<file path="config.mk">
export PLATFORM = sky130hd
export DESIGN_NAME = trme_alu
export DESIGN_NICKNAME = d
export VERILOG_FILES = /design/src/sv/trme_pkg.sv /design/src/sv/trme_alu.sv
export SDC_FILE = /design/constraint.sdc
export NUM_CORES = 2
export LEC_CHECK = 0
export ABC_AREA = 1
export BUFFER_PORTS_ARGS = -buffer_cell sky130_fd_sc_hd__buf_2
export CAP_MARGIN = 20
export CORE_ASPECT_RATIO = 0.8
export CORE_MARGIN = 2
export CORE_UTILIZATION = 60
export DETAILED_ROUTE_END_ITERATION = 10
export PLACE_DENSITY = 0.81
export REMOVE_ABC_BUFFERS = 1
export SYNTH_ARGS = -nofsm -noshare
export SYNTH_HDL_FRONTEND = slang
export SYNTH_SLANG_ARGS = --single-unit
</file>
<file path="constraint.sdc">
create_clock -name i_clk -period 8.13 [get_ports i_clk]
set_input_delay 1.626 -clock i_clk [delete_from_list [all_inputs] [get_ports i_clk]]
set_output_delay 1.626 -clock i_clk [all_outputs]
set_load 0.1 [all_outputs]
</file>
<file path="src/sv/trme_pkg.sv">
// ----------------------------------------------------------------------------
// trme_pkg: shared types and constants for the tiny register machine executor
// Opcodes, operand kinds, status codes, cost table and inter-module structs.
// ----------------------------------------------------------------------------
package trme_pkg;

    localparam int DATA_W    = 32;
    localparam int NUM_REGS  = 8;
    localparam int MEM_WORDS = 64;
    localparam int RIDX_W    = $clog2(NUM_REGS);
    localparam int MADDR_W   = $clog2(MEM_WORDS);
    localparam int PRELOAD_N = 3;
    localparam int CFG_IDX_W = 2;

    localparam int IN_TDATA_W  = 48;
    localparam int IN_TUSER_W  = 4;
    localparam int OUT_TDATA_W = 72;

    // opcodes
    localparam logic [3:0] OP_MOV  = 4'd0;
    localparam logic [3:0] OP_ADD  = 4'd1;
    localparam logic [3:0] OP_SUB  = 4'd2;
    localparam logic [3:0] OP_MUL  = 4'd3;
    localparam logic [3:0] OP_DIV  = 4'd4;
    localparam logic [3:0] OP_AND  = 4'd5;
    localparam logic [3:0] OP_XOR  = 4'd6;
    localparam logic [3:0] OP_OR   = 4'd7;
    localparam logic [3:0] OP_EXIT = 4'd8;

    // operand kinds
    localparam logic [1:0] KIND_REG   = 2'd0;
    localparam logic [1:0] KIND_MEM   = 2'd1;
    localparam logic [1:0] KIND_CONST = 2'd2;
    localparam logic [1:0] KIND_NONE  = 2'd3;

    // result status
    localparam logic [3:0] ST_OK       = 4'd0;
    localparam logic [3:0] ST_WARN     = 4'd1;
    localparam logic [3:0] ST_EXIT0    = 4'd2;
    localparam logic [3:0] ST_EXIT1    = 4'd3;
    localparam logic [3:0] ST_MISALIGN = 4'd4;
    localparam logic [3:0] ST_INVALID  = 4'd5;
    localparam logic [3:0] ST_UNINIT   = 4'd6;
    localparam logic [3:0] ST_DIVZERO  = 4'd7;
    localparam logic [3:0] ST_UNKNOWN  = 4'd8;
    localparam logic [3:0] ST_HALTED   = 4'd9;

    // configuration register indexes
    localparam logic [CFG_IDX_W-1:0] CFG_PRELOAD0 = 2'd0;
    localparam logic [CFG_IDX_W-1:0] CFG_PRELOAD1 = 2'd1;
    localparam logic [CFG_IDX_W-1:0] CFG_PRELOAD2 = 2'd2;

    localparam logic [DATA_W-1:0] PRELOAD0_RST = 32'd57;
    localparam logic [DATA_W-1:0] PRELOAD1_RST = 32'd23;
    localparam logic [DATA_W-1:0] PRELOAD2_RST = 32'd101;

    // cycle costs
    localparam logic [DATA_W-1:0] COST_SIMPLE = 32'd10;
    localparam logic [DATA_W-1:0] COST_MUL    = 32'd30;
    localparam logic [DATA_W-1:0] COST_DIV    = 32'd50;
    localparam logic [DATA_W-1:0] COST_MEM    = 32'd200;
    localparam logic [DATA_W-1:0] COST_EXIT   = 32'd20;

    typedef struct packed {
        logic               rf_we;
        logic [RIDX_W-1:0]  rf_waddr;
        logic [DATA_W-1:0]  rf_wdata;
        logic               mem_we;
        logic [MADDR_W-1:0] mem_waddr;
        logic [DATA_W-1:0]  mem_wdata;
    } t_st_wr;

    typedef struct packed {
        logic       start;
        logic [3:0] op;
    } t_alu_req;

endpackage

</file>
<file path="src/sv/trme_alu.sv">
// ----------------------------------------------------------------------------
// trme_alu: shared arithmetic unit
// Add/sub/mul/logic results are registered; radix-2 restoring divide over 32 steps
// plus a final sign fix. o_done pulses with the registered result.
// ----------------------------------------------------------------------------
module trme_alu (
    input  logic                          i_clk,
    input  logic                          i_rst_n,
    input  trme_pkg::t_alu_req            i_req,
    input  logic [trme_pkg::DATA_W-1:0]   i_a,
    input  logic [trme_pkg::DATA_W-1:0]   i_b,
    output logic                          o_done,
    output logic [trme_pkg::DATA_W-1:0]   o_result
);

    localparam int CNT_W = $clog2(trme_pkg::DATA_W);

    logic                        r_busy;
    logic                        r_fix;
    logic                        r_done;
    logic                        r_neg;
    logic [CNT_W-1:0]            r_cnt;
    logic [trme_pkg::DATA_W-1:0] r_rem;
    logic [trme_pkg::DATA_W-1:0] r_quo;
    logic [trme_pkg::DATA_W-1:0] r_dvs;
    logic [trme_pkg::DATA_W-1:0] r_res;

    logic [trme_pkg::DATA_W:0]   shifted;
    logic [trme_pkg::DATA_W:0]   diff;
    logic [trme_pkg::DATA_W-1:0] mag_a;
    logic [trme_pkg::DATA_W-1:0] mag_b;
    logic [trme_pkg::DATA_W-1:0] simple_res;

    assign mag_a   = i_a[trme_pkg::DATA_W-1] ? (~i_a + 1'b1) : i_a;
    assign mag_b   = i_b[trme_pkg::DATA_W-1] ? (~i_b + 1'b1) : i_b;
    assign shifted = {r_rem, r_quo[trme_pkg::DATA_W-1]};
    assign diff    = shifted - {1'b0, r_dvs};

    always_comb begin
        unique case (i_req.op)
            trme_pkg::OP_ADD: simple_res = i_a + i_b;
            trme_pkg::OP_SUB: simple_res = i_a - i_b;
            trme_pkg::OP_MUL: simple_res = i_a * i_b;
            trme_pkg::OP_AND: simple_res = i_a & i_b;
            trme_pkg::OP_XOR: simple_res = i_a ^ i_b;
            default:          simple_res = i_a | i_b;
        endcase
    end

    always_ff @(posedge i_clk) begin
        if (!i_rst_n) begin
            r_busy <= 1'b0;
            r_fix  <= 1'b0;
            r_done <= 1'b0;
        end else begin
            r_done <= 1'b0;
            if (i_req.start) begin
                if (i_req.op == trme_pkg::OP_DIV) begin
                    r_busy <= 1'b1;
                end else begin
                    r_done <= 1'b1;
                end
            end else if (r_busy) begin
                if (r_cnt == CNT_W'(trme_pkg::DATA_W - 1)) begin
                    r_busy <= 1'b0;
                    r_fix  <= 1'b1;
                end
            end else if (r_fix) begin
                r_fix  <= 1'b0;
                r_done <= 1'b1;
            end
        end
    end

    always_ff @(posedge i_clk) begin
        if (i_req.start) begin
            r_res <= simple_res;
            r_cnt <= '0;
            r_rem <= '0;
            r_quo <= mag_a;
            r_dvs <= mag_b;
            r_neg <= i_a[trme_pkg::DATA_W-1] ^ i_b[trme_pkg::DATA_W-1];
        end else if (r_busy) begin
            r_cnt <= r_cnt + 1'b1;
            if (!diff[trme_pkg::DATA_W]) begin
                r_rem <= diff[trme_pkg::DATA_W-1:0];
                r_quo <= {r_quo[trme_pkg::DATA_W-2:0], 1'b1};
            end else begin
                r_rem <= shifted[trme_pkg::DATA_W-1:0];
                r_quo <= {r_quo[trme_pkg::DATA_W-2:0], 1'b0};
            end
        end else if (r_fix) begin
            r_res <= r_neg ? (~r_quo + 1'b1) : r_quo;
        end
    end

    assign o_done   = r_done;
    assign o_result = r_res;

endmodule

</file>
==> reports/metrics.csv <==
stage,metric,value,unit
outcome,status,"complete, no violations",
sta,setup_ws,0.234,ns
synthesis,syn_inst,4266,
global_routing,grt_pass1_vias,27900,
critical_path,endpoint,o_result[24],
drt,viasPerCell,5.52,
critical_path,worstSetupPathType,primary input to register,
sta,maxSlewViolCount,0,
sta,finalCriticalPeriod,7.90,ns
critical_path,cp_common_cell,fa_1,
critical_path,path_max_fanout,6,
sta,fin_skew,0.00803,ns
drt,vias,28300,
placed_design,place_ws,-0.511,ns
critical_path,reg2reg_depth,16,
clocking,cts_tree,built,
layout,stdcell_area,0.0337,mm^2
synthesis,synth_edf_count,97,
sta,worst_pin_slew,1.00,ns
clocking,cts_buffers,17,
sta,timing.slew.headroom,33.1,%
global_routing,grt_overflow,0,
global_routing,grt.total_usage,36.4,%
layout,regArea,0.00371,mm^2
sta,clock.fmax,127,MHz
floorplan,rows,73,
layout,nNetsFinal,5179,
critical_path,r2r_end,r_rem[16],
layout,multi_input_area,0.0222,mm^2
layout,areaGrowthSynthToFinish,10.6,%
drt,met2WireLength,40200,um
critical_path,reg2reg_from,r_quo[31],
critical_path,crit_path_top_delay_cell,fa_1,
layout,n_antenna_cell,0,
global_routing,grt_pass1_wl,149000,um
clocking,h-tree-depth,4,
synthesis,yosys_most_used_dff,edfxtp_1,
layout,drive_gt1_share,10.8,%
floorplan,initial_core_util,61.1,%
drt,wl_per_cell,18.1,um
run,drv_cap,0,
floorplan,die_x,256,um
clocking,cts_sinks,137,
floorplan,ios,104,
synthesis,ys_seq_elements,137,
synthesis,synthesis.area,0.0305,mm^2
drt,wl_met3,10300,um
placed_design,placed_cell_area,0.0331,mm^2
synthesis,ys.warnings.count,0,
clocking,cts_root_buf,clkbuf_16,
placed_design,portBuffers,103,
clocking,clk_pin_slew_worst_paths,0.07,ns
floorplan,die_h,206,um
critical_path,crit_arrival,8.03,ns
drt,drt-total-wl,92700,um
sta,fin_crit_sh,97.1,%
layout,fill_cells,4257,
synthesis,syn_area_per_cell,7.15,um^2
placed_design,globalplace.congestion,1.03,
drt,dr.pass1.iters,9,
drt,antenna_left,0,
global_routing,grt_max_degree,88,
drt,drc,0,
drt,maxUsedRoutingLayer,met5,
floorplan,core,0.0500,mm^2
clocking,clock_path_buffers,2,
synthesis,ys_seq_area_share,12.2,%
clocking,clk_latency,0.43,ns
drt,initialDrtViolationCount,3200,
synthesis,synth_async_sr_flop_share,0,%
synthesis,synth.distinct_cells,64,
min_path,hp-class,register to register,
critical_path,slowest_delay,0.57,ns
critical_path,endpoint_kind,register,
critical_path,worst_ep_required_time,8.27,ns
floorplan,die_area,0.0527,mm^2
drt,wirelength_met1,38100,um
sta,setup_viol,0,
global_routing,antenna_found_initial,2,
critical_path,r2r_setup_slack,4.73,ns
critical_path,crit_path_start_kind,primary input,
sta,hold_viol,0,
critical_path,crit_path_start,i_b[8],
sta,rsz0062_at_grt,true,
placed_design,hpwl,76700,um
## cells in the final DEF (no fill, tap or decap), drive strengths merged, types with 3 or more instances in the layout
master / instances
o211ai: 6
nor2: 180
a21o: 11
buf: 348
edfxtp: 97
o21ai: 220
clkbuf: 22
o22ai: 5
nand3: 169
nand3b: 12
xnor2: 29
a21boi: 8
a21oi: 162
inv: 1020
clkinv: 3
o221ai: 5
xor2: 81
a221oi: 12
dfxtp: 40
o21a: 9
o21bai: 8
ha: 255
nand4: 29
a31oi: 16
nor4: 17
fa: 410
a22o: 14
nor3: 57
nand2: 1168
or2: 25
## synthesized netlist by cell type, drive strengths merged (2+ instances only)
| library cell | n | area (um^2) |
|---|---|---|
| a2111oi | 2 | 17.5 |
| a211oi | 2 | 15.0 |
| a21boi | 8 | 60.1 |
| a21o | 11 | 82.6 |
| a21oi | 162 | 822 |
| a221oi | 12 | 105 |
| a22o | 14 | 123 |
| a31oi | 16 | 100 |
| buf | 77 | 390 |
| clkbuf | 116 | 498 |
| dfxtp | 40 | 801 |
| edfxtp | 97 | 2910 |
| fa | 410 | 8210 |
| ha | 255 | 3190 |
| inv | 1011 | 3790 |
| nand2 | 1168 | 4430 |
| nand3 | 169 | 871 |
| nand3b | 12 | 115 |
| nand4 | 29 | 196 |
| nor2 | 180 | 701 |
| nor3 | 57 | 347 |
| nor4 | 17 | 140 |
| o211a | 2 | 20.0 |
| o211ai | 6 | 45.0 |
| o21a | 9 | 67.6 |
| o21ai | 220 | 1120 |
| o21bai | 8 | 63.8 |
| o221ai | 5 | 43.8 |
| o22ai | 5 | 31.3 |
| o311ai | 2 | 17.5 |
| o31ai | 2 | 15.0 |
| or2 | 25 | 156 |
| xnor2 | 29 | 254 |
| xor2 | 81 | 709 |
## registers in the layout (all words and copies together), names as in the netlist
register  count
r_neg         1
r_dvs        32
o_result     32
r_busy        1
r_fix         1
r_quo        32
r_cnt         5
o_done        1
r_rem        32
## stage by stage
| stage | std cells | hold WS [ns] | setup TNS [ns] | util, % |
|---|---|---|---|---|
| floorplan | 4072 | 0.449 | 0 | - |
| finish | 5131 | 0.477 | 0 | 67.5 |
| global placement | 5098 | 0.463 | -1.30 | 66.2 |
| CTS | 5130 | 0.476 | 0 | 67.4 |
| global route | 5131 | 0.492 | -0.0795 | 67.5 |
| detailed placement | 5098 | 0.462 | -2.26 | 66.2 |
## cell families after synthesis
kind of cell,count (synthesis),synth area share (%)
and+or+nand+nor,1659,22.8
adders and majority gates,665,37.4
DFF,137,12.2
xor gates and xnor gates,110,3.16
AOI/OAI and AO/OA,489,9.08
buffers and inverters,1206,15.4
## timing repair
| item | 4_1_cts | 5_1_grt |
|---|---|---|
| setup endpoints to repair | 1 | 10 |
| gates resized for setup | 1 | 19 |
| pin swaps | 0 | 4 |
| hold buffers | 0 | 0 |
| buffers inserted | 0 | 1 |
| hold endpoints to repair | 0 | 0 |
## worst max-delay path: cells and delay by family
kind / cells / cell delay [ns]
adders and majority gates: 9 / 4.18
buffers and inverters: 5 / 0.61
and+or+nand+nor: 5 / 0.67
AOI/OAI and AO/OA: 6 / 0.92
## layout make-up
type | instances | share of cell area [%]
multi-input cells | 2923 | 65.8
clock inverters | 14 | 0.393
repair buffers | 352 | 7.77
inverters | 1012 | 11.3
clock buffers | 18 | 1.30
flip-flops and latches | 137 | 11.0
well taps | 675 | 2.50
## worst min path at each step
stage / start / endpoint / slack (ns) / cells after the start
after global placement: r_rem[11] / r_rem[11] / 0.46 / 2
final: r_rem[3] / r_rem[3] / 0.48 / 2
after detailed placement: r_rem[11] / r_rem[11] / 0.46 / 2
after global routing: r_rem[2] / r_rem[2] / 0.49 / 2
after floorplan: r_rem[0] / r_rem[0] / 0.45 / 2
after CTS: r_rem[11] / r_rem[11] / 0.48 / 2
## layer usage
metal | track usage, % | vias to the layer above
met5 | 0 | -
met4 | 13.9 | 4
met3 | 8.15 | 245
met2 | 57.0 | 1458
met1 | 49.6 | 13300
li1 | - | 13300
Power is not shown: default switching activity piles up to over one toggle a cycle in this logic, so the estimate is an artifact.
